## src/sv/qva_ram.sv

```systemverilog
// Generic single-write, single-read synchronous RAM with registered read data.
// Standalone; no package dependencies.
module qva_ram #(
  parameter int WIDTH = 8,
  parameter int DEPTH = 256
) (
  input  logic                     clk,
  input  logic                     wr_en,
  input  logic [$clog2(DEPTH)-1:0] wr_addr,
  input  logic [WIDTH-1:0]         wr_data,
  input  logic                     rd_en,
  input  logic [$clog2(DEPTH)-1:0] rd_addr,
  output logic [WIDTH-1:0]         rd_data
);

  logic [WIDTH-1:0] mem [DEPTH];

  always_ff @(posedge clk) begin
    if (wr_en) begin
      mem[wr_addr] <= wr_data;
    end
    if (rd_en) begin
      rd_data <= mem[rd_addr];
    end
  end

endmodule

```

## config.mk

```make
export PLATFORM = sky130hd
export DESIGN_NAME = qva_ram
export DESIGN_NICKNAME = d
export VERILOG_FILES = /design/src/sv/qva_ram.sv
export SDC_FILE = /design/constraint.sdc
export NUM_CORES = 2
export LEC_CHECK = 0
export ABC_CLOCK_PERIOD_IN_PS = 2900
export BUFFER_PORTS_ARGS = -buffer_cell sky130_fd_sc_hd__buf_2
export CAP_MARGIN = 20
export CORE_ASPECT_RATIO = 0.5
export CORE_UTILIZATION = 55
export DETAILED_ROUTE_END_ITERATION = 6
export PLACE_DENSITY_LB_ADDON = 0.08
export SLEW_MARGIN = 5
export SYNTH_ARGS = -nofsm -noshare
export SYNTH_HDL_FRONTEND = slang
export SYNTH_SLANG_ARGS = --single-unit
```

## constraint.sdc

```tcl
create_clock -name clk -period 2.9 [get_ports clk]
set_clock_uncertainty 0.1 [all_clocks]
set_input_delay 0 -clock clk [delete_from_list [all_inputs] [get_ports clk]]
set_output_delay 0 -clock clk [all_outputs]
set_load 0.05 [all_outputs]
```

==> Yosys cells after proc, flatten, opt, wreduce, memory -nomap -nowiden <==
Memory sizes are Yosys's and may differ from the RTL's. A register that Yosys moved wholly into a read port is not among the register bits.
Cells that the tools add are included.
Widths: inputs -> output; s select.
{ "word_totals": {"register_bits": 0, "mem_bits_rw": 2048, "in_bits": 27, "out_inout_bits": 8, "wordCells": 3, "mem_count": 1} }
{ "classes": {"n_mux": 2} }
{ "memory_table": {"columns": ["name", "depth", "width", "read_ports", "rd_clocked_by_memory_dff", "write_ports", "line_no", "rtl"], "rows": [
  ["mem", 256, 8, 1, 1, 1, "16", "logic [WIDTH-1:0] mem [DEPTH];"]
]} }
{ "op_table": {"columns": ["operator", "n"], "rows": [
  ["$mux 1", 2]
]} }

==> Depth between registers and ports, before layout <==
{ "logic_depth": {"word_depth": 2, "depth_mapped": 11, "ltp_nobuf": 6} }

==> Worst setup path before layout <==
No wires, ideal clock.
{ "synth_timing": {"kind": "input -> register", "from": "input port rd_addr[0]", "to": "register rd_data[2] (read register of mem), data pin", "setup_ns": 0.269, "arrival_time_ns": 1.807, "required_time_ns": 2.531, "path_slack_ns": 0.724, "cell_stages": 9, "n_path_buf": 4, "cell_sequence": "buf_6 -> buf_12 -> buf_8 -> buf_2 -> mux4_2 -> a22oi_1 -> a21oi_1 -> nor4_1 -> nor4_2"} }
{ "synth_rtl": {"columns": ["element", "line_no", "rtl"], "rows": [
  ["start: declaration", "12", "input logic [$clog2(DEPTH)-1:0] rd_addr,"],
  ["end: declaration", "13", "output logic [WIDTH-1:0] rd_data"]
]} }

==> impl_metrics.tcl <==
set metrics [dict create \
    status "complete, no violations" \
    setup-violations-final 0 \
    vdd_ir_drop_max_uv 505.4 \
    critPathCaptureType "register" \
    synth_edf_count 2056 \
    htreeDepth 4 \
    seq_area_frac_synth_pct 77.53 \
    area_growth_syn_to_layout_pct 14.44 \
    cts_tree "yes" \
    place_area_um2 85320 \
    synth_cells 3733 \
    switching_share_pct 21.26 \
    reg2reg_slack_ns 0.07 \
    grt_pass1_wl_um 291100 \
    drc 0 \
    row_count 98 \
    nets 4266 \
    core-area_um2 143300 \
    drt-total-wl_um 202000 \
    tightest_slew_ns 1.224 \
    cpMaxStageDelayCell "nor4_2" \
    dieWidth_um 540.1 \
    cts_buffers 179 \
    worstPathArrival_ns 3.25 \
    seq_power_share_pct 55.1 \
    instances_no_fill 6278 \
    worstReg2RegStart "mem[48][4]" \
    crit_buf_inv 0 \
    fin_crit_ns 2.829 \
    worstPathRequired_ns 3.32 \
    grt_pass1_vias 40128 \
    insertion_delay_ns 0.82 \
    synth_top_area_share_pct 77.53 \
    dr.pass1.iters 6 \
    crit_type "register to register" \
    worst-path-stages 5 \
    pin_count 35 \
    maxSlewHeadroom_pct 18.37 \
    wire_per_inst_um 32.17 \
    grt_overflow 0 \
    clockPowerShare_pct 39.3 \
    slowest_delay_ns 0.87 \
    holdWs_ns 0.1508 \
    dpl.hpwl_um 128800 \
    reg2reg_to "rd_data[4]" \
    io_buffers 34 \
    crit_path_max_fanout 1 \
    grt_util_met3_pct 5.790 \
    gr-usage-met1_pct 43.85 \
    avgViaCountPerCell 6.472 \
    clock-root-buffer "clkbuf_16" \
    critPathTopFamily "simple AND/OR/NAND/NOR gates" \
    stdcell_area_um2 91140 \
    start_util_pct 55.56 \
    num_vias 40629 \
    post-place-ws_ns -0.6740 \
    synthFlopType "edfxtp_1" \
    avgSynthCellArea_um2 21.33 \
    p_int_mw 46.84 \
    yosysTopAreaCell "edfxtp_1" \
    hp-class "primary input to register" \
    syn_nets 3760 \
    grt_use_met2_pct 40.95 \
    ys_ff_latch 2056 \
    grt_use_total_pct 27.94 \
    finalHoldViolations 0 \
    ys_warn_count 0 \
    async_reset_ff_share_pct 0 \
    fillers 9710 \
    reg2regPathDepth 5 \
    cellPowerDensity_nw_per_um2 652.7 \
    combPwrFrac_pct 5.6 \
    netlist_area_um2 79640 \
    multi_input_area_um2 16520 \
    max_clock_freq_mhz 353.5 \
    tns_ns 0 \
    ys_top_cells_by_area "edfxtp_1 78%, mux4_2 13%, mux2i_1 1.7%, nor2_1 1.3%, a22oi_1 1.3%" \
    slew_viol_final 0 \
    cp_cell_sequence "mux4_2 -> o211ai_1 -> nand3_1 -> nor4_2 -> nor4_1" \
    cts.sinks 2056 \
    max-cap-violations 0 \
    ys_types 54 \
    setup_ws_ns 0.07130 \
    min_period_over_period_pct 97.54 \
    antenna_found_initial 8 \
    drtAntennaViolNets 0 \
    grt_max_degree 126 \
    regArea_um2 61740 \
    drive_gt1_share_pct 28.62 \
    placedCellCount 5936 \
    post-synth-top-count-cell "edfxtp_1" \
    switchingPower_mw 12.65 \
    grt-busiest-layer "met1" \
    post_cts_buffers 0 \
    gp_congestion 0.8553 \
    rsz0062_at_grt "false" \
    cts.clk_slew.worst_paths_ns 0.07 \
    setup.worst_path.start "mem[48][4]" \
    power_leakage_nw 29.03 \
    synth_common_cells "2056 x edfxtp_1, 454 x mux4_2, 282 x nor2_1" \
    dr.first_iter.drc_count 5353 \
    endpoint "rd_data[4]" \
    clock_path_buffers 4 \
    critPathLaunchType "register" \
    die_h_um 271.1 \
    die_area_um2 146400 \
]
## logic make-up after synthesis
logic type | share of synthesized area (%)
mux | 14.60
flops | 77.53
simple gates | 2.625
buf+inv | 1.829
compound gates | 3.416
## flip-flops by register name, summed over array words and instances, names as in the netlist
signal,flops
mem,2048
rd_data,8
## worst min path at each step
stage | from | end | slack, ns | depth (start not counted)
6_report | wr_data[4] | mem[51][4] | 0.15 | 2
5_1_grt | rd_en | rd_data[6] | 0.12 | 2
4_1_cts | rd_en | rd_data[7] | 0.12 | 2
3_5_place_dp | wr_data[4] | mem[48][4] | 0.38 | 1
3_3_place_gp | wr_data[4] | mem[49][4] | 0.37 | 1
2_1_floorplan | wr_data[0] | mem[0][0] | -0.001 | 0
## cell type report
class	count	share of cell area [%]
Sequential cell	2056	67.74
Multi-Input combinational cell	1442	18.13
Timing Repair Buffer	558	5.402
Clock buffer	222	5.162
Tap cell	1900	2.608
Clock inverter	94	0.9390
Antenna cell	4	0.01098
Inverter	2	0.008237
## power groups by stage
stage               registers, mW  clock network (mW)  logic [mW]
detailed placement           33.4                   0        3.30
global route                 32.8                24.7        3.49
floorplan                    33.5                   0        1.59
finish                       32.8                23.4        3.33
global placement             33.4                   0        3.25
CTS                          32.8                23.6        3.33
## through the flow
| step | total power, mW | util, % |
|---|---|---|
| 4_1_cts | 59.77 | 63.57 |
| 2_1_floorplan | 35.06 | - |
| 6_report | 59.49 | 63.58 |
| 3_5_place_dp | 36.74 | 59.52 |
| 3_3_place_gp | 36.69 | 59.51 |
| 5_1_grt | 61.00 | 63.58 |
## layer usage
| layer | wire length (um) | part of all wire, % |
|---|---|---|
| met1 | 86640 | 43 |
| met2 | 90780 | 45 |
| met4 | 3900 | 1.9 |
| met3 | 20640 | 10 |
| met5 | 32 | 0.016 |
## placed cells by master, fill, tap and decap left out, drive strengths merged, types with 2 or more instances in the layout
| master | netlist | final |
|---|---|---|
| a2111oi | 5 | 5 |
| a211oi | 16 | 16 |
| a21oi | 96 | 96 |
| a221oi | 14 | 14 |
| a22o | 8 | 8 |
| a22oi | 133 | 133 |
| a311oi | 2 | 2 |
| a31oi | 2 | 2 |
| and2 | 6 | 6 |
| and3b | 2 | 2 |
| buf | 122 | 533 |
| bufinv | 0 | 15 |
| clkbuf | 111 | 225 |
| clkinv | 1 | 69 |
| clkinvlp | 0 | 9 |
| diode | 0 | 4 |
| dlygate4sd3 | 0 | 22 |
| edfxtp | 2056 | 2056 |
| inv | 1 | 3 |
| mux2i | 134 | 134 |
| mux4 | 456 | 456 |
| nand2 | 33 | 33 |
| nand2b | 8 | 8 |
| nand3 | 34 | 34 |
| nand3b | 2 | 2 |
| nand4 | 10 | 10 |
| nor2 | 282 | 282 |
| nor2b | 31 | 31 |
| nor3 | 22 | 22 |
| nor4 | 27 | 27 |
| o211ai | 10 | 10 |
| o21ai | 12 | 12 |
| o221ai | 47 | 47 |
| o22a | 5 | 5 |
| o22ai | 28 | 28 |
| o32ai | 5 | 5 |
| or2 | 4 | 4 |
## timing repair
| item | CTS | global route |
|---|---|---|
| gates resized for setup | 3 | 2 |
| hold buffers | 22 | 0 |
| endpoints found under the hold margin | 2091 | 0 |
| setup endpoints to repair | 2 | 2 |
Power figures use the tool's default switching activity.
