`src/sv/qva_pkg.sv`:
```
// Shared types and constants for the quadtree vertex activation block.
// Used by qva_parent and quadtree_vertex_activation; no dependencies of its own.
package qva_pkg;

  localparam int COORD_W = 7;
  localparam int COUNT_W = 13;

  localparam int GRID_SIZE_DEF   = 64;
  localparam int STACK_DEPTH_DEF = 8192;

  typedef enum logic [1:0] {
    OP_ACTIVATE = 2'd0,
    OP_QUERY    = 2'd1,
    OP_CLEAR    = 2'd2
  } op_t;

  typedef struct packed {
    op_t                opcode;
    logic [COORD_W-1:0] x_coord;
    logic [COORD_W-1:0] y_coord;
  } in_t;

  typedef struct packed {
    logic               was_active;
    logic [COUNT_W-1:0] newly_marked;
    logic               out_of_range;
  } out_t;

  // Stack entry layout: y in the upper bits, x in the lower bits.
  typedef struct packed {
    logic [COORD_W-1:0] y;
    logic [COORD_W-1:0] x;
  } vtx_t;

  typedef struct packed {
    logic ok;
    vtx_t v;
  } cand_t;

  // p_a is pushed first, so p_b is worked first.
  typedef struct packed {
    cand_t p_a;
    cand_t p_b;
  } parents_t;

  typedef enum logic [2:0] {
    ST_WIPE,
    ST_IDLE,
    ST_START,
    ST_CHECK,
    ST_PUSH2,
    ST_POP,
    ST_LOAD,
    ST_RESULT
  } state_t;

endpackage

```
`src/sv/qva_parent.sv`:
```
// Parent selection for one vertex: levels, direction choice and grid bounds.
// Depends on qva_pkg (vtx_t, parents_t).
module qva_parent #(
  parameter int GRID_SIZE = qva_pkg::GRID_SIZE_DEF
) (
  input  qva_pkg::vtx_t     cur,
  output qva_pkg::parents_t par
);

  localparam int LW = qva_pkg::COORD_W + 1;

  function automatic logic [LW-1:0] level_of(input logic [qva_pkg::COORD_W-1:0] v);
    logic [qva_pkg::COORD_W-1:0] low;
    low = v & (~v + 1'b1);
    if (v == '0 || {1'b0, v} >= LW'(GRID_SIZE)) begin
      level_of = LW'(GRID_SIZE);
    end else begin
      level_of = {1'b0, low};
    end
  endfunction

  logic [LW-1:0] lx, ly, l, l2;
  logic [LW-1:0] xw, yw, xp, xm, yp, ym;
  logic          ok_xp, ok_xm, ok_yp, ok_ym;

  always_comb begin
    lx = level_of(cur.x);
    ly = level_of(cur.y);
    l  = (lx < ly) ? lx : ly;
    l2 = l << 1;
    xw = {1'b0, cur.x};
    yw = {1'b0, cur.y};
    xp = xw + l;
    xm = xw - l;
    yp = yw + l;
    ym = yw - l;
    ok_xp = xp <= LW'(GRID_SIZE);
    ok_yp = yp <= LW'(GRID_SIZE);
    ok_xm = l <= xw;
    ok_ym = l <= yw;

    if (lx > ly) begin
      par.p_a = '{ok: ok_xp, v: '{y: cur.y, x: xp[LW-2:0]}};
      par.p_b = '{ok: ok_xm, v: '{y: cur.y, x: xm[LW-2:0]}};
    end else if (lx < ly) begin
      par.p_a = '{ok: ok_ym, v: '{y: ym[LW-2:0], x: cur.x}};
      par.p_b = '{ok: ok_yp, v: '{y: yp[LW-2:0], x: cur.x}};
    end else if ((xw & l2) == (yw & l2)) begin
      par.p_a = '{ok: ok_xp && ok_ym, v: '{y: ym[LW-2:0], x: xp[LW-2:0]}};
      par.p_b = '{ok: ok_xm && ok_yp, v: '{y: yp[LW-2:0], x: xm[LW-2:0]}};
    end else begin
      par.p_a = '{ok: ok_xm && ok_ym, v: '{y: ym[LW-2:0], x: xm[LW-2:0]}};
      par.p_b = '{ok: ok_xp && ok_yp, v: '{y: yp[LW-2:0], x: xp[LW-2:0]}};
    end
  end

endmodule

```
`config.mk`:
```
export PLATFORM = sky130hd
export DESIGN_NAME = qva_parent
export DESIGN_NICKNAME = d
export VERILOG_FILES = /design/src/sv/qva_pkg.sv /design/src/sv/qva_parent.sv
export SDC_FILE = /design/constraint.sdc
export NUM_CORES = 1
export LEC_CHECK = 0
export BUFFER_PORTS_ARGS = -buffer_cell sky130_fd_sc_hd__buf_2
export CAP_MARGIN = 10
export CORE_ASPECT_RATIO = 1.1
export CORE_MARGIN = 2
export CORE_UTILIZATION = 64
export DETAILED_ROUTE_END_ITERATION = 10
export PLACE_DENSITY = 0.95
export SYNTH_ARGS = -nofsm -noshare
export SYNTH_HDL_FRONTEND = slang
export SYNTH_SLANG_ARGS = --single-unit
```
`constraint.sdc`:
```
create_clock -name vclk -period 17.2
set_input_delay 3.44 -clock vclk [all_inputs]
set_output_delay 3.44 -clock vclk [all_outputs]
set_load 0.1 [all_outputs]
```
Yosys cells after proc, flatten, opt, wreduce, memory -nomap -nowiden
Index checks and enable logic that the tools add are counted.
{"block": "word_totals", "ff_bits": 0, "input_bits": 14, "output_inout_bits": 30, "elab_cells": 35}
{"block": "op_classes", "add_sub_neg": 6, "order_cmp": 8, "eq_ne": 1, "muxes": 6, "bitwise_logic": 6, "reduce_logical": 8}
{"cell": "two-way mux 30 bit", "n": 3}
{"cell": "two-way mux 7 bit", "n": 3}
{"cell": "adder 7 x 7 -> 8 bit", "n": 2}
{"cell": "bitwise AND 7 x 8 -> 8 bit", "n": 2}
{"cell": "<= comparator 8 x 7 -> 1 bit (second input constant)", "n": 2}
{"cell": "adder 7 x 1 -> 7 bit (second input constant)", "n": 2}
{"cell": "bitwise AND 7 bit", "n": 2}
{"cell": "greater-or-equal comparator 7 bit (second input constant)", "n": 2}
{"cell": "<= comparator 7 bit", "n": 2}
{"cell": "zero test 7 bit", "n": 2}
{"cell": "inverter 7 bit", "n": 2}
{"cell": "subtractor 7 bit", "n": 2}
{"cell": "equality test 8 bit", "n": 1}
{"cell": "> comparator 7 x 8 -> 1 bit", "n": 1}
{"cell": "< comparator 7 x 8 -> 1 bit", "n": 1}
{"cell": "logical AND 1 bit", "n": 4}
{"cell": "logical OR 1 bit", "n": 2}

Logic depth before layout (Yosys ltp)
Gate-level depths: netlist (run 1).
{"block": "logic_depth", "depth_word": 12, "mapped_depth": 22, "mapped_depth_nobuf": 20}

Least setup slack after synthesis (run 1)
Ideal clock, no wire load.
{"block": "synth_path", "kind": "input -> output", "start": "input cur[8] (netlist bit)", "end": "output par[14] (netlist bit)", "arrival_ns": 9.707, "t_required_ns": 13.760, "path_slack_ns": 4.053, "path_stages": 22, "n_path_buf": 4, "cell_sequence": "clkbuf_1 -> nor4_2 -> nand3_1 -> ha_1 -> a21o_1 -> a221o_1 -> or2_0 -> buf_6 -> clkbuf_1 -> clkbuf_1 -> a21oi_1 -> inv_1 -> ha_1 -> inv_1 -> fa_1 -> nor2b_1 -> o21ai_1 -> a21oi_1 -> o21a_1 -> or3_1 -> a311o_1 -> a211oi_1"}
{"element": "from (decl)", "line": "qva_parent.sv:6", "rtl": "input qva_pkg::vtx_t cur,"}
{"element": "to (decl)", "line": "qva_parent.sv:7", "rtl": "output qva_pkg::parents_t par"}

==> results by group, run 1 <==
Yosys
  • Sequential fraction of the synthesis area: 0%
  • Yosys warning count: 0
  • Synth Net Count: roughly 380
  • Synth cell types: 57
  • Cells after synthesis: 320
  • Syn avg cell area: about 7.0 µm²
  • Cell Area, Synth: around 2200 µm²

Critical path
  • WP data arrival: 8670 ps
  • CP max-delay cell: nor2_1
  • Startpoint types: input port
  • Max Fanout on Critical Path: 16
  • Critical Path Max Stage Delay: between 600 and 700 ps
  • Crit path to: par[14]
  • CP Depth: 18
  • CP Capture Type: output port
  • WP buf/inv: 3
  • Critical Path Start: cur[8]
  • Most frequent CP cell: buf_2
  • CP Cell Sequence: buf_2 > nor4_2 > nand3_1 > ha_1 > and3b_1 > a221o_1 > nor2_1 > o21ai_0 > inv_1 > fa_1 > nor2b_1 > o21ai_1 > a21oi_1 > o21a_1 > or3_1 > a311o_1 > a211oi_1 > buf_2
  • Worst Path Required: about 14000 ps
  • CP delay by family, top: simple AND/OR/NAND/NOR gates
  • Setup CP Type: input port to output port

STA
  • Slew @ Worst Pin: 845 ps
  • # setup viols final: 0
  • Total negative slack: 0 ps
  • Slew margin rel.: roughly 43%
  • Final Hold Fails: 0
  • Final Cycle Share: a little over two thirds
  • Max-slew violation total from the final report: 0
  • RSZ-0062 raised after global routing: no
  • Top achievable clock speed: 0.0826 GHz
  • Crit path time final: between 10000 and 15000 ps

Pwr
  • Power density over the cells: ~87 nW/µm²
  • Sw frac: between 80% and 90%
  • Clock power frac: 0%
  • Sequential power share: 0%
  • Power consumption: ~210 µW
  • Max VDD drop: ~76 µV
  • Internal: just over 40 µW
  • Leak pwr: between 0.001 and 0.0015 µW
  • Combinational group share of total power: 100.0%
  • Switch Pwr: approximately 170 µW

GRT
  • Largest net degree at the start of global routing: 29
  • Grt ovf: 0
  • Routing usage on met2: roughly 57%
  • Total GRT Usage: 33.2%
  • Grt met3 use: 1.17%
  • Number of global-route vias before repair: 2238
  • GRT busiest layer: met2
  • GRT met1 Usage: about 45%
  • Initial antenna violation count: 0
  • First-pass GRT wire length: roughly 10000 µm

Routing
  • DRC Markers: 0
  • ANT nets after route: 0
  • 1st-pass router iterations: 5
  • Iteration-0 DRC Markers: around 130
  • Final wirelength: between 6000 and 7000 µm
  • Wire per inst: roughly 16 µm
  • Vias: between 2000 and 2500
  • Vias per inst: between 6 and 7

Job
  • Max cap viols: 0

Floorplanning
  • Die Ht: 66.0 µm
  • Die area: approximately 4000 µm²
  • I/O pin count: between 40 and 50
  • Die X-Extent: 60.3 µm
  • Initial core utilization: ~67%
  • Core Rows: 22
  • Placeable Area: ~3300 µm²

Cells and area
  • Num sequential: 0
  • Final instance area: 2450 µm²
  • Commonest non-fill, non-tap cell in the layout: buf_2
  • Share of layout cells above drive strength 1: 15.1%
  • Final-layout clock buffer total: 0
  • Area grow syn2layout: 9.64%
  • Most frequent cells in the layout: 44 x buf_2, 39 x ha_1, 34 x a21oi_1, 30 x inv_1, 26 x nor2_1
  • Antenna diodes: 0
  • Seq. cell area: 0 µm²
  • Net count of the finished layout: a little over 400
  • Filler Cells Inserted: 303

Place
  • Placer Congestion: around 0.99
  • Post-detail-place hpwl: 4970 µm
  • Port bufs: 44
  • Placed Area: 2450 µm²

Min path
  • Worst Hold Depth: 4
  • Worst Hold Class: input port to output port

Outcome
  • Outcome: finished, final reports clean

CTS
  • Resize count post-CTS: 0
  • Hold Buf Count CTS: 0
  • Post-CTS Setup Inserts: 0
==> synth_stat cells (4+ instances only) <==
master | count | area [µm²]
nor2_1 | 26 | 97.6
or3_1 | 5 | 31.3
nor3_1 | 12 | 60.1
nand3_1 | 7 | 35.0
inv_1 | 30 | 113
fa_1 | 4 | 80.1
xor2_1 | 5 | 43.8
nand2_1 | 24 | 90.1
ha_1 | 39 | 488
mux2_1 | 4 | 45.0
o21ai_1 | 5 | 25.0
clkbuf_1 | 10 | 37.5
o21bai_1 | 9 | 67.6
nand2b_1 | 8 | 50.1
a211oi_1 | 7 | 52.6
a21oi_1 | 34 | 170
o21ai_0 | 14 | 70.1
xnor2_1 | 9 | 78.8
o21a_1 | 6 | 45.0
nor4b_1 | 4 | 35.0
a21o_1 | 5 | 37.5
==> final cells by class <==
| type | instances | area (µm²) | share of cell area [%] |
|---|---|---|---|
| inverters | 30 | 113 | 4.60 |
| multi-input cells | 276 | 2050 | 83.6 |
| well taps | 48 | 60.1 | 2.45 |
| repair buffers | 45 | 228 | 9.30 |
==> metrics by stage <==
stage	std cells	worst slack, ps	util (%)	hold slack, ps
after floorplan	320	4050	-	7330
after global placement	399	5400	73.5	7450
after detailed placement	399	5170	73.5	7460
after CTS	399	5170	73.5	7460
after global routing	399	4630	73.5	7490
final	399	5090	73.5	7460
==> logic make-up (layout without fill, tap and decap cells) <==
| family | count (synthesis) | in the layout | synth area share, % |
|---|---|---|---|
| AO/OA/AOI/OAI | 108 | 108 | 33.4 |
| multiplexers | 6 | 6 | 2.91 |
| buffers and inverters | 44 | 75 | 8.29 |
| AND/OR/NAND/NOR | 105 | 105 | 24.5 |
| XOR/XNOR | 14 | 14 | 5.49 |
| adder cells (fa/ha/maj) | 43 | 43 | 25.4 |
==> power groups by stage <==
stage,combinational (µW),clock (µW),sequential [µW]
6_report,213,0,0
5_1_grt,224,0,0
4_1_cts,212,0,0
3_5_place_dp,211,0,0
3_3_place_gp,209,0,0
2_1_floorplan,181,0,0
==> layer usage <==
layer	share of wire (%)	vias to the layer above
li1	-	1220
met3	6.5	16
met1	43	1118
met4	3.1	0
met2	47	113
met5	0	-
==> worst min path at each step <==
| stage | start | end | slack (ps) |
|---|---|---|---|
| after floorplan | cur[0] | par[0] | 7330 |
| after global placement | cur[12] | par[12] | 7450 |
| after detailed placement | cur[11] | par[26] | 7460 |
| after CTS | cur[11] | par[26] | 7460 |
| after global routing | cur[11] | par[26] | 7490 |
| final | cur[0] | par[15] | 7460 |
(Power assumes the default switching activity.)
==> run 2: changes to the inputs <==
- CORE_UTILIZATION: 64 -> 54
- PLACE_DENSITY: 0.95 -> 0.94
- clock period: 17.2 -> 10.25 ns (I/O delays scaled with it)
==> run 2 against run 1 <==
Against the previous run:
- critical path depth increased by 3
- cell count up 1.3%
- via count shrank 0.45%
- sequential cell count unchanged
- core utilization is 11 points lower
- routed wire length is 2.5% higher
- final area up 0.72%
- global-route usage down 4.9 points
- die area rose by 17%
- power rose by 69%
- clock-buffer cell count stayed put
- first-iteration DRC count shrank 15%
- highest routed layer unchanged
==> results by group, run 2 (synthesis gave the netlist of run 1 again) <==
Outcome
  • Outcome: finished, final reports clean

Cells and area
  • Num sequential: 0
  • Area of the multi-input gates: roughly 2000 µm²
  • Final-layout clock buffer total: 0
  • Filler Cells Inserted: 391
  • Seq. cell area: 0 µm²
  • Commonest non-fill, non-tap cell in the layout: buf_2
  • Antenna diodes: 0
  • Net count of the finished layout: around 410
  • Most frequent cells in the layout: 44 x buf_2, 39 x ha_1, 34 x a21oi_1, 30 x inv_1, 26 x nor2_1
  • Share of layout cells above drive strength 1: roughly 16%
  • Area grow syn2layout: 10.4%

STA
  • Worst setup margin: between 1000 and 1500 ps
  • Total negative slack: 0 ps
  • Final Hold Fails: 0
  • Slew margin rel.: between 50% and 60%
  • Top achievable clock speed: about 0.11 GHz
  • Max-slew violation total from the final report: 0
  • # setup viols final: 0
  • RSZ-0062 raised after global routing: no
  • Slew @ Worst Pin: 616 ps
  • Final Cycle Share: a little under 90%
  • Crit path time final: between 8000 and 9000 ps

Pwr
  • Switch Pwr: 290 µW
  • Clock power frac: 0%
  • Combinational group share of total power: between 90% and 100%
  • Sequential power share: 0%
  • Internal: roughly 70 µW
  • Max VDD drop: approximately 100 µV
  • Leak pwr: about 0.0012 µW
  • Power density over the cells: between 100 and 150 nW/µm²
  • Sw frac: 80.5%

GRT
  • First-pass GRT wire length: ~11000 µm
  • Total GRT Usage: approximately 28%
  • Largest net degree at the start of global routing: 18
  • Grt ovf: 0
  • Initial antenna violation count: 0
  • Number of global-route vias before repair: about 2300

Routing
  • ANT nets after route: 0
  • DRC Markers: 0
  • Vias: roughly 2500
  • Vias per inst: between 6 and 7
  • Iteration-0 DRC Markers: ~110
  • Wire per inst: ~16 µm
  • Final wirelength: between 6000 and 7000 µm
  • 1st-pass router iterations: 4

Min path
  • Worst Hold Class: input port to output port
  • HP Start: cur[11]
  • Worst Hold Path EP: par[26]
  • Worst Hold Depth: 4

Critical path
  • CP Capture Type: output port
  • CP max-delay cell: buf_2
  • Startpoint types: input port
  • WP data arrival: around 6900 ps
  • CP Cell Sequence: buf_2 > nor4_2 > nand3_1 > ha_1 > and3b_1 > a221o_1 > or2_0 > nor2_1 > a21oi_1 > inv_1 > ha_1 > inv_1 > fa_1 > nor2b_1 > o21ai_1 > a21oi_1 > nand2b_1 > o2111ai_1 > a311o_1 > a211oi_2 > buf_2
  • Max Fanout on Critical Path: 12
  • Worst Path Required: 8200 ps
  • Critical Path Max Stage Delay: 450 ps
  • Setup CP Type: input port to output port

Place
  • Port bufs: 44
  • Post-detail-place hpwl: about 5300 µm
  • Placer Congestion: 0.951
  • Dpl ws: 1320 ps

Floorplanning
  • Die Ht: about 70 µm
  • Die area: roughly 4700 µm²
  • Placeable Area: ~4000 µm²
  • Initial core utilization: between 50 and 60%
  • Core Rows: 24
  • I/O pin count: 44
  • Die X-Extent: about 65 µm

Job
  • Max cap viols: 0

CTS
  • Post-CTS Setup Inserts: 0
  • Resize count post-CTS: 0
  • Hold Buf Count CTS: 0
[run 2: cell types whose count changed in the layout (fill, tap and decap cells not counted)]
cell and delta:
buf_4 +1, a211oi_2 +1, a211oi_1 -1
[run 2: final cells by class]
class,count,share of cell area (%)
multi-input cells,276,83.3
repair buffers,46,9.54
inverters,30,4.57
well taps,52,2.64
[run 2: how the worst max path moves through the flow]
| stage | depth (start not counted) | end | from | slack (ps) |
|---|---|---|---|---|
| 6_report | 21 | par[14] | cur[8] | 1300 |
| 3_3_place_gp | 21 | par[14] | cur[8] | 1480 |
| 3_5_place_dp | 21 | par[14] | cur[8] | 1320 |
| 2_1_floorplan | 19 | par[11] | cur[8] | 530 |
| 5_1_grt | 20 | par[14] | cur[1] | 910 |
| 4_1_cts | 21 | par[14] | cur[8] | 1310 |
[run 2: critical path: cells and delay by family]
| family | cells | cell delay [ps] |
|---|---|---|
| fa+ha+maj | 3 | 910 |
| simple gates | 7 | 1680 |
| compound gates | 7 | 1370 |
| buf+inv | 4 | 870 |
[run 2: per-stage QoR]
stage	cells	cell area [µm²]	utilization (%)	total power [µW]	hold WS, ps
floorplan	320	2240	-	305	4550
global placement	404	2470	62.2	354	4670
detailed placement	404	2470	62.2	358	4680
CTS	404	2470	62.2	359	4680
global route	404	2470	62.2	378	4720
finish	404	2470	62.2	360	4690
[run 2: power by group through the flow]
stage                     combinational, µW  clock, µW  sequential (µW)
after floorplan                         305          0                0
after global placement                  354          0                0
after detailed placement                358          0                0
after CTS                               359          0                0
after global routing                    378          0                0
final                                   360          0                0
[run 2: metal layers]
metal	up-vias	global-route usage (%)	part of all wire, %
li1	1223	-	-
met1	1104	36.1	42
met2	115	50.0	48
met3	14	1.41	6.8
met4	0	10.9	2.8
met5	-	0	0
